<file path="src/design/css_pkg.sv">
package css_pkg;

  // Geometry of the block
  localparam int MAX_ENTITIES = 256;
  localparam int NUM_TYPES    = 8;
  localparam int CAPACITY     = 256;
  localparam int DATA_W       = 32;

  localparam int ENT_W  = $clog2(MAX_ENTITIES);
  localparam int TYPE_W = $clog2(NUM_TYPES);
  localparam int SLOT_W = $clog2(CAPACITY);
  localparam int CNT_W  = $clog2(CAPACITY + 1);
  localparam int KEY_W  = ENT_W + TYPE_W;
  localparam int SADR_W = TYPE_W + SLOT_W;
  localparam int SLOT_ENTRY_W = ENT_W + DATA_W;
  localparam int OP_W   = 2;
  localparam int STAT_W = 3;

  typedef enum logic [OP_W-1:0] {
    OP_ADD    = 2'd0,
    OP_REMOVE = 2'd1,
    OP_LOOKUP = 2'd2,
    OP_RSLOT  = 2'd3
  } op_t;

  typedef enum logic [STAT_W-1:0] {
    ST_OK        = 3'd0,
    ST_OWNED     = 3'd1,
    ST_NOT_OWNED = 3'd2,
    ST_FULL      = 3'd3,
    ST_BEYOND    = 3'd4
  } status_t;

  // Source of the dense-slot read address
  typedef enum logic [1:0] {
    SS_NONE  = 2'd0,
    SS_LAST  = 2'd1,
    SS_FIELD = 2'd2,
    SS_IDX   = 2'd3
  } slot_src_t;

  // Commit action of the final step
  typedef enum logic [2:0] {
    ACT_NONE   = 3'd0,
    ACT_ADD    = 3'd1,
    ACT_REMOVE = 3'd2,
    ACT_LOOKUP = 3'd3,
    ACT_RSLOT  = 3'd4
  } act_t;

  // Sequencing of the step counter
  typedef enum logic [1:0] {
    SQ_NEXT     = 2'd0,
    SQ_DISPATCH = 2'd1,
    SQ_END      = 2'd2
  } seq_t;

  typedef struct packed {
    logic      rd_key;
    slot_src_t src;
    act_t      act;
    seq_t      seq;
  } uword_t;

  // Control from sequencer to datapath
  typedef struct packed {
    logic      ld;
    logic      rd_key;
    slot_src_t src;
    act_t      act;
    logic      commit;
  } ctl_t;

  typedef struct packed {
    status_t           status;
    logic              present;
    logic [DATA_W-1:0] value;
    logic [ENT_W-1:0]  holder;
    logic [CNT_W-1:0]  count;
  } res_t;

  // Microprogram addresses
  localparam int UPC_W = 4;
  localparam logic [UPC_W-1:0] U_IDLE    = 4'd0;
  localparam logic [UPC_W-1:0] U_ADD_RD  = 4'd1;
  localparam logic [UPC_W-1:0] U_ADD_WR  = 4'd2;
  localparam logic [UPC_W-1:0] U_REM_RD  = 4'd3;
  localparam logic [UPC_W-1:0] U_REM_WR  = 4'd4;
  localparam logic [UPC_W-1:0] U_LK_RD   = 4'd5;
  localparam logic [UPC_W-1:0] U_LK_SLOT = 4'd6;
  localparam logic [UPC_W-1:0] U_LK_OUT  = 4'd7;
  localparam logic [UPC_W-1:0] U_RS_RD   = 4'd8;
  localparam logic [UPC_W-1:0] U_RS_OUT  = 4'd9;

  function automatic uword_t ucode(input logic [UPC_W-1:0] a);
    uword_t w;
    w = '{rd_key: 1'b0, src: SS_NONE, act: ACT_NONE, seq: SQ_NEXT};
    unique case (a)
      U_IDLE:    w.seq = SQ_DISPATCH;
      U_ADD_RD:  w.rd_key = 1'b1;
      U_ADD_WR: begin
        w.act = ACT_ADD;
        w.seq = SQ_END;
      end
      U_REM_RD: begin
        w.rd_key = 1'b1;
        w.src    = SS_LAST;
      end
      U_REM_WR: begin
        w.act = ACT_REMOVE;
        w.seq = SQ_END;
      end
      U_LK_RD:   w.rd_key = 1'b1;
      U_LK_SLOT: w.src = SS_IDX;
      U_LK_OUT: begin
        w.act = ACT_LOOKUP;
        w.seq = SQ_END;
      end
      U_RS_RD: begin
        w.rd_key = 1'b1;
        w.src    = SS_FIELD;
      end
      U_RS_OUT: begin
        w.act = ACT_RSLOT;
        w.seq = SQ_END;
      end
      default:   w.seq = SQ_END;
    endcase
    return w;
  endfunction

  function automatic logic [UPC_W-1:0] entry(input op_t op);
    logic [UPC_W-1:0] a;
    unique case (op)
      OP_ADD:    a = U_ADD_RD;
      OP_REMOVE: a = U_REM_RD;
      OP_LOOKUP: a = U_LK_RD;
      OP_RSLOT:  a = U_RS_RD;
      default:   a = U_IDLE;
    endcase
    return a;
  endfunction

endpackage

</file>
<file path="src/design/css_seq.sv">
module css_seq (
  input  logic               clk,
  input  logic               rst,
  input  logic               req_valid,
  input  logic [css_pkg::OP_W-1:0] op,
  output logic               req_stall,
  input  logic               rsp_valid,
  input  logic               rsp_stall,
  output css_pkg::ctl_t      ctl
);

  logic [css_pkg::UPC_W-1:0] upc;
  logic [css_pkg::UPC_W-1:0] upc_next;
  css_pkg::uword_t           uw;
  logic                      emit;
  logic                      hold;
  logic                      accept;

  assign uw   = css_pkg::ucode(upc);
  assign emit = (uw.act != css_pkg::ACT_NONE);
  // Hold the final step while the output register is still full and stalled
  assign hold = emit && rsp_valid && rsp_stall;

  assign req_stall = (uw.seq != css_pkg::SQ_DISPATCH);
  assign accept    = req_valid && !req_stall;

  always_comb begin
    upc_next = upc;
    unique case (uw.seq)
      css_pkg::SQ_DISPATCH: begin
        if (req_valid) begin
          upc_next = css_pkg::entry(css_pkg::op_t'(op));
        end
      end
      css_pkg::SQ_NEXT: upc_next = upc + css_pkg::UPC_W'(1);
      css_pkg::SQ_END: begin
        if (!hold) begin
          upc_next = css_pkg::U_IDLE;
        end
      end
      default: upc_next = css_pkg::U_IDLE;
    endcase
  end

  always_ff @(posedge clk) begin
    if (rst) begin
      upc <= css_pkg::U_IDLE;
    end else begin
      upc <= upc_next;
    end
  end

  assign ctl = '{ld: accept, rd_key: uw.rd_key, src: uw.src, act: uw.act,
                 commit: emit && !hold};

endmodule

</file>
<file path="config.mk">
export PLATFORM = sky130hd
export DESIGN_NAME = css_seq
export DESIGN_NICKNAME = d
export VERILOG_FILES = /design/src/design/css_pkg.sv /design/src/design/css_seq.sv
export SDC_FILE = /design/constraint.sdc
export NUM_CORES = 1
export LEC_CHECK = 0
export BUFFER_PORTS_ARGS = -buffer_cell sky130_fd_sc_hd__buf_2
export CORE_MARGIN = 2
export CORE_UTILIZATION = 45
export CTS_CLUSTER_DIAMETER = 80
export DETAILED_ROUTE_END_ITERATION = 8
export GPL_TIMING_DRIVEN = 0
export PLACE_DENSITY = 0.72
export SLEW_MARGIN = 5
export SYNTH_ARGS = -nofsm -noshare
export SYNTH_HDL_FRONTEND = slang
export SYNTH_SLANG_ARGS = --single-unit
</file>
<file path="constraint.sdc">
create_clock -name clk -period 1.9 [get_ports clk]
set_input_delay 0.19 -clock clk [delete_from_list [all_inputs] [get_ports clk]]
set_output_delay 0.19 -clock clk [all_outputs]
set_load 0.02 [all_outputs]
</file>
## Yosys cells after proc, flatten, opt, wreduce, memory -nomap -nowiden

Index checks and enable logic that the tools add are counted.

- $add $sub $neg: 1
- $mul: 0
- Divide/modulo/power cells: 0
- Magnitude comparators: 0
- Equal/unequal tests: 17
- Shift-type cells: 0
- Multiplexer cells: 8
- Bitwise logic cells: 0
- Reductions and logical operators: 13

Operators by type and width:

| kind | number |
|---|---|
| $eq A4 B3 Y1 const B | 4 |
| $pmux W4 S4 | 1 |
| $pmux W3 S4 | 1 |
| $pmux W4 S3 | 1 |
| $eq A4 B2 Y1 const B | 2 |
| $eq A4 B4 Y1 const B | 2 |
| $mux W4 | 2 |
| $eq A2 B2 Y1 const B | 3 |
| $pmux W2 S3 | 1 |
| $reduce_or A5 Y1 | 1 |
| $add A4 B1 Y4 const B | 1 |
| $eq A2 B1 Y1 const B | 2 |
| $eq A4 B1 Y1 const B | 1 |
| $logic_and A1 B1 Y1 | 4 |
| $logic_not A2 Y1 | 2 |
| $logic_not A4 Y1 | 1 |
| $ne A2 B2 Y1 const B | 2 |
| $pmux W2 S2 | 1 |
| $reduce_or A4 Y1 | 1 |
| $reduce_bool A3 Y1 | 1 |
| $logic_not A1 Y1 | 2 |
| $ne A2 B1 Y1 const B | 1 |
| $reduce_and A2 Y1 | 1 |
| $mux W1 | 1 |

- Bits in registers: 4
- Bits in latches: 0
- RAM bits: 0
- ROM bits: 0
- Input bits: 7
- Output and inout bits: 9
- Word-level logic and storage cells: 40
- Memories: 0

## Logic depth before layout (Yosys ltp)

- Depth in word-level cells: 7
- Gate-level depth with buffers: 8
- Depth with buffers taken out: 7

## Least setup slack after synthesis

Ideal clock, no wire load.

- Kind: register to register
- From: register upc[0] (netlist bit)
- To: register upc[1] (netlist bit)
- Library setup time: 0.079 ns
- Arrival time: 1.743 ns
- Slack: 0.077 ns
- Cell stages (with the launch flop): 9
- Buffers on the path: 1
- Period minus slack after synthesis: 1.823 ns
- Cells stage by stage: dfxtp_1 inv_1 ha_1 buf_6 nor3b_4 and2_4 or2_4 o211a_1 a211oi_2

- Longest elaborated chain between the ends: 7

RTL lines:

| what | line | RTL |
|---|---|---|
| start, declared | css_seq.sv:12 | `logic [css_pkg::UPC_W-1:0] upc;` |
| start signal, assigned | css_seq.sv:47 | `upc <= css_pkg::U_IDLE;` |
| start signal, assigned | css_seq.sv:49 | `upc <= upc_next;` |
| $eq A4 B4 Y1 (tied with other cells) | css_pkg.sv:98 | `unique case (a)` |
| $pmux W3 S4 | css_pkg.sv:98 |  |
| $reduce_bool A3 Y1 | css_seq.sv:20 | `assign emit = (uw.act != css_pkg::ACT_NONE);` |
| $logic_and A1 B1 Y1 (2 in series) | css_seq.sv:22 | `assign hold = emit && rsp_valid && rsp_stall;` |
| $ne A2 B2 Y1 (no line) | n/a |  |
| $reduce_and A2 Y1 (no line) | n/a |  |

Parallel ways exist; a longest one is shown, timed or not.
A chain may end at the register's enable or synchronous reset.

## Worst setup path in the final report

Ends and elaborated chain as after synthesis.

==> impl_metrics.prom <==
# TYPE chip_impl_metric gauge
chip_impl_metric{name="ys_seq_elements",unit=""} 4
chip_impl_metric{name="design.core.area",unit="sq um"} 1285
chip_impl_metric{name="path_clk_slew",unit="ns"} 0.04
chip_impl_info{name="min-delay-path-class",value="in2reg"} 1
chip_impl_metric{name="die_h",unit="microns"} 40.91
chip_impl_metric{name="hold_violations",unit=""} 0
chip_impl_metric{name="clk_path_buf_depth",unit=""} 2
chip_impl_metric{name="fillerInstances",unit=""} 125
chip_impl_metric{name="routed_via_density",unit=""} 5.611
chip_impl_metric{name="ff2ff_path_depth",unit=""} 8
chip_impl_metric{name="layout-drive-gt1-share",unit=""} 0.4516
chip_impl_info{name="worst_setup_path_type",value="reg2reg"} 1
chip_impl_metric{name="clock_insertion_delay_worst_skew",unit="ns"} 0.23
chip_impl_metric{name="postRouteWirelength",unit="microns"} 1395
chip_impl_info{name="yosys.area.top_type",value="sky130_fd_sc_hd__dfxtp_1"} 1
chip_impl_metric{name="die_w",unit="microns"} 40.91
chip_impl_info{name="worstSetupEndpoint",value="upc[1]"} 1
chip_impl_metric{name="num_vias",unit=""} 606
chip_impl_metric{name="crit_fanout",unit=""} 10
chip_impl_metric{name="floorplan.initialDensity",unit=""} 0.4771
chip_impl_metric{name="insertedDiodeCount",unit=""} 0
chip_impl_metric{name="timing.final.max_slew_violations",unit=""} 0
chip_impl_metric{name="layout-area-overhead-vs-synth",unit="%"} 25.31
chip_impl_metric{name="post_synth_inst_count",unit=""} 74
chip_impl_metric{name="cts_sinks",unit=""} 4
chip_impl_metric{name="clkPwrFrac",unit=""} 0.093
chip_impl_metric{name="place.port_buffers",unit=""} 15
chip_impl_metric{name="maxCapViolations",unit=""} 0
chip_impl_info{name="ctsRootBufferMaster",value="sky130_fd_sc_hd__clkbuf_4"} 1
chip_impl_metric{name="grt_first_pass_wirelength",unit="microns"} 2235
chip_impl_metric{name="period_share",unit=""} 0.9440
chip_impl_metric{name="fin_cells",unit=""} 108
chip_impl_metric{name="cts.hold.buffers_added",unit=""} 0
chip_impl_metric{name="critical_path_required",unit="ns"} 2.04
chip_impl_metric{name="netSwitchingPower",unit="W"} 0.0004994
chip_impl_info{name="timing.critical_path.from",value="upc[0]"} 1
chip_impl_metric{name="power.ir.vdd_worst",unit="uV"} 764.8
chip_impl_info{name="clock_tree_from_tritoncts",value="built"} 1
chip_impl_metric{name="final_net_count",unit=""} 106
chip_impl_info{name="crit-reg2reg-launch",value="upc[0]"} 1
chip_impl_metric{name="power_density",unit="nW/um^2"} 1395
chip_impl_metric{name="met3RoutedLength",unit="microns"} 47
chip_impl_metric{name="gr-total-overflow",unit=""} 0
chip_impl_metric{name="pwr-share-comb",unit=""} 0.776
chip_impl_metric{name="fin_worst_skew",unit="ns"} 0.001489
chip_impl_metric{name="netSwitchingFraction",unit=""} 0.4659
chip_impl_metric{name="route.detailed.wl_per_inst",unit="microns"} 12.92
chip_impl_metric{name="yosys_warnings",unit=""} 0
chip_impl_metric{name="post-route-min-period",unit="ns"} 1.794
chip_impl_metric{name="h-tree-depth",unit=""} 1
chip_impl_info{name="largest-register",value="upc"} 1
chip_impl_info{name="top_layer_used",value="met3"} 1
chip_impl_metric{name="rows",unit=""} 13
chip_impl_metric{name="placed_cells",unit=""} 104
chip_impl_metric{name="standby_leakage_power",unit="nW"} 0.3265
chip_impl_info{name="synth_area_leaders",value="sky130_fd_sc_hd__dfxtp_1, sky130_fd_sc_hd__ha_1, sky130_fd_sc_hd__mux2i_1, sky130_fd_sc_hd__a221oi_4, sky130_fd_sc_hd__a21oi_1"} 1
chip_impl_metric{name="internal_power",unit="W"} 0.0005726
chip_impl_metric{name="number_of_antenna_violations_at_the_first_check_in_global_routing",unit=""} 0
chip_impl_metric{name="synth.avg_cell_area",unit="sq um"} 8.285
chip_impl_metric{name="synth.cell_area",unit="sq um"} 613.1
chip_impl_info{name="rsz0062_at_grt",value="false"} 1
chip_impl_metric{name="synth_sequential_area_ratio",unit=""} 0.1306
chip_impl_metric{name="die_area",unit="sq um"} 1674
chip_impl_metric{name="grt.total_usage",unit=""} 0.1915
chip_impl_metric{name="cts_inserted_buffers",unit=""} 3
chip_impl_metric{name="area_taken_by_multi_input_logic_gates",unit="sq um"} 480.5
chip_impl_metric{name="fin_tns_setup",unit="ns"} 0
chip_impl_metric{name="grt_pass1_vias",unit=""} 539
chip_impl_metric{name="synthesis.nets",unit=""} 85
chip_impl_info{name="endpoint_kind",value="register"} 1
chip_impl_metric{name="first_pass_drt_iterations",unit=""} 4
chip_impl_metric{name="timing.slew.headroom",unit=""} 0.7286
chip_impl_info{name="endpoint_of_the_worst_slack_reg_to_reg_timing_path",value="upc[1]"} 1
chip_impl_metric{name="dp_hpwl",unit="microns"} 1032
chip_impl_metric{name="fmax",unit="MHz"} 557.5
chip_impl_info{name="start_kind",value="register"} 1
chip_impl_metric{name="ant_nets",unit=""} 0
chip_impl_metric{name="cp.arrival",unit="ns"} 1.94
chip_impl_metric{name="met2_length",unit="microns"} 701
chip_impl_metric{name="drc",unit=""} 0
chip_impl_metric{name="synthDominantCellAreaShare",unit=""} 0.1306
chip_impl_metric{name="power.share.sequential",unit=""} 0.130
chip_impl_metric{name="detailedRoute.firstIterationViolations",unit=""} 21
chip_impl_metric{name="final-setup-viol-count",unit=""} 0
chip_impl_metric{name="largest_register_ff_count",unit=""} 4
chip_impl_metric{name="flop2flop_setup_slack",unit="ns"} 0.11
chip_impl_metric{name="io-pin-count",unit=""} 16
chip_impl_metric{name="area.sequential",unit="sq um"} 85.08
chip_impl_metric{name="maximum_number_of_pins_on_one_net_before_global_route_repair",unit=""} 11
chip_impl_metric{name="synth_cell_types",unit=""} 40
chip_impl_metric{name="routabilityCongestion",unit=""} 0.7994
chip_impl_info{name="biggestRegsByFlops",value="upc x4"} 1
chip_impl_metric{name="met1_wl",unit="microns"} 645
chip_impl_info{name="outcome",value="complete, no violations"} 1
chip_impl_metric{name="max_slew.worst_pin.slew",unit="ns"} 0.4072
-- final cells by class --
type,count,area share
Inverter,5,0.02443
Clock buffer,3,0.02932
Sequential cell,4,0.1107
Tap cell,15,0.02443
Buffer,6,0.07492
Timing Repair Buffer,16,0.1107
Multi-Input combinational cell,59,0.6254
-- synthesized netlist by cell type, drive strengths merged --
library cell	instances
a211oi	2
a21boi	2
a21oi	5
a221oi	1
a31oi	1
a41o	1
and2	1
and2b	1
and3	1
buf	4
clkbuf	2
dfxtp	4
ha	4
inv	5
mux2i	3
nand2	5
nand2b	3
nand3	2
nand3b	2
nand4b	1
nor2	7
nor3	1
nor3b	1
o2111ai	1
o211a	1
o21ai	4
o21bai	2
o22ai	3
o32ai	1
o41ai	1
or2	1
xnor2	1
-- layout by cell type, fill, tap and decap left out, types with 2 or more instances in the layout --
cell,n
sky130_fd_sc_hd__buf_4,3
sky130_fd_sc_hd__clkbuf_4,3
sky130_fd_sc_hd__nand3b_1,2
sky130_fd_sc_hd__o22ai_1,2
sky130_fd_sc_hd__o21ai_0,2
sky130_fd_sc_hd__clkbuf_1,2
sky130_fd_sc_hd__nand2_1,5
sky130_fd_sc_hd__inv_2,2
sky130_fd_sc_hd__buf_6,2
sky130_fd_sc_hd__buf_2,14
sky130_fd_sc_hd__nand2b_1,2
sky130_fd_sc_hd__inv_1,3
sky130_fd_sc_hd__a21oi_1,5
sky130_fd_sc_hd__nand3_1,2
sky130_fd_sc_hd__mux2i_1,3
sky130_fd_sc_hd__o21ai_1,2
sky130_fd_sc_hd__dfxtp_1,2
sky130_fd_sc_hd__nor2_1,6
sky130_fd_sc_hd__ha_2,3
-- stage by stage --
step           setup WS [ns]  power (W)  hold WS (ns)  utilization  area [sq um]
6_report              0.1064   0.001072        0.1871       0.5979         768.2
5_1_grt              0.02771   0.001161        0.1998       0.5979         768.2
4_1_cts              0.01817   0.001037        0.1917       0.5784         743.2
3_5_place_dp        -0.06393  0.0009036        0.4277       0.5501         706.9
3_3_place_gp        -0.02437  0.0008848        0.4243       0.5501         706.9
2_1_floorplan        0.07724  0.0007517        0.2546            -         613.1
-- metal layers --
metal | GRT usage | up-vias
li1 | - | 308
met3 | 0.01630 | 0
met5 | 0 | -
met4 | 0 | 0
met1 | 0.2362 | 283
met2 | 0.3711 | 15
-- worst max-delay path, cell delays in order (launching register included) --
cell	delay [ns]
sky130_fd_sc_hd__dfxtp_4	0.37
sky130_fd_sc_hd__inv_2	0.06
sky130_fd_sc_hd__ha_2	0.18
sky130_fd_sc_hd__buf_6	0.13
sky130_fd_sc_hd__nor3b_4	0.15
sky130_fd_sc_hd__and2_4	0.15
sky130_fd_sc_hd__or2_4	0.25
sky130_fd_sc_hd__o211a_1	0.22
sky130_fd_sc_hd__a211oi_2	0.19
-- worst min-delay path by stage --
stage,from,endpoint,slack (ns),cells past startpoint
after global routing,rst,upc[1],0.20,2
after global placement,rst,upc[1],0.42,2
after CTS,rst,upc[1],0.19,2
after detailed placement,rst,upc[1],0.43,2
after floorplan,rst,upc[1],0.25,1
final,rst,upc[1],0.19,2
-- what timing repair did --
action	4_1_cts	5_1_grt
setup endpoints to repair	3	4
gates resized for setup	3	9
setup buffers	1	0
-- power groups by stage --
stage	clock network [W]	registers, W	logic [W]
4_1_cts	0.000103	0.000133	0.000801
2_1_floorplan	0	0.000128	0.000624
5_1_grt	0.000106	0.000144	0.000911
3_3_place_gp	0	0.000130	0.000754
6_report	0.000100	0.000139	0.000832
3_5_place_dp	0	0.000131	0.000772
-- kinds of logic (layout without fill, tap and decap cells) --
| kind of cell | Yosys count | in the layout | synth area share |
|---|---|---|---|
| adder cells (fa/ha/maj) | 4 | 4 | 0.08164 |
| multiplexers | 3 | 3 | 0.04898 |
| flip-flops | 4 | 4 | 0.1306 |
| XOR/XNOR | 1 | 1 | 0.01429 |
| buffers and inverters | 11 | 30 | 0.1245 |
| AO/OA/AOI/OAI | 25 | 25 | 0.3327 |
| AND/OR/NAND/NOR | 26 | 26 | 0.2674 |
(Power assumes the default switching activity.)
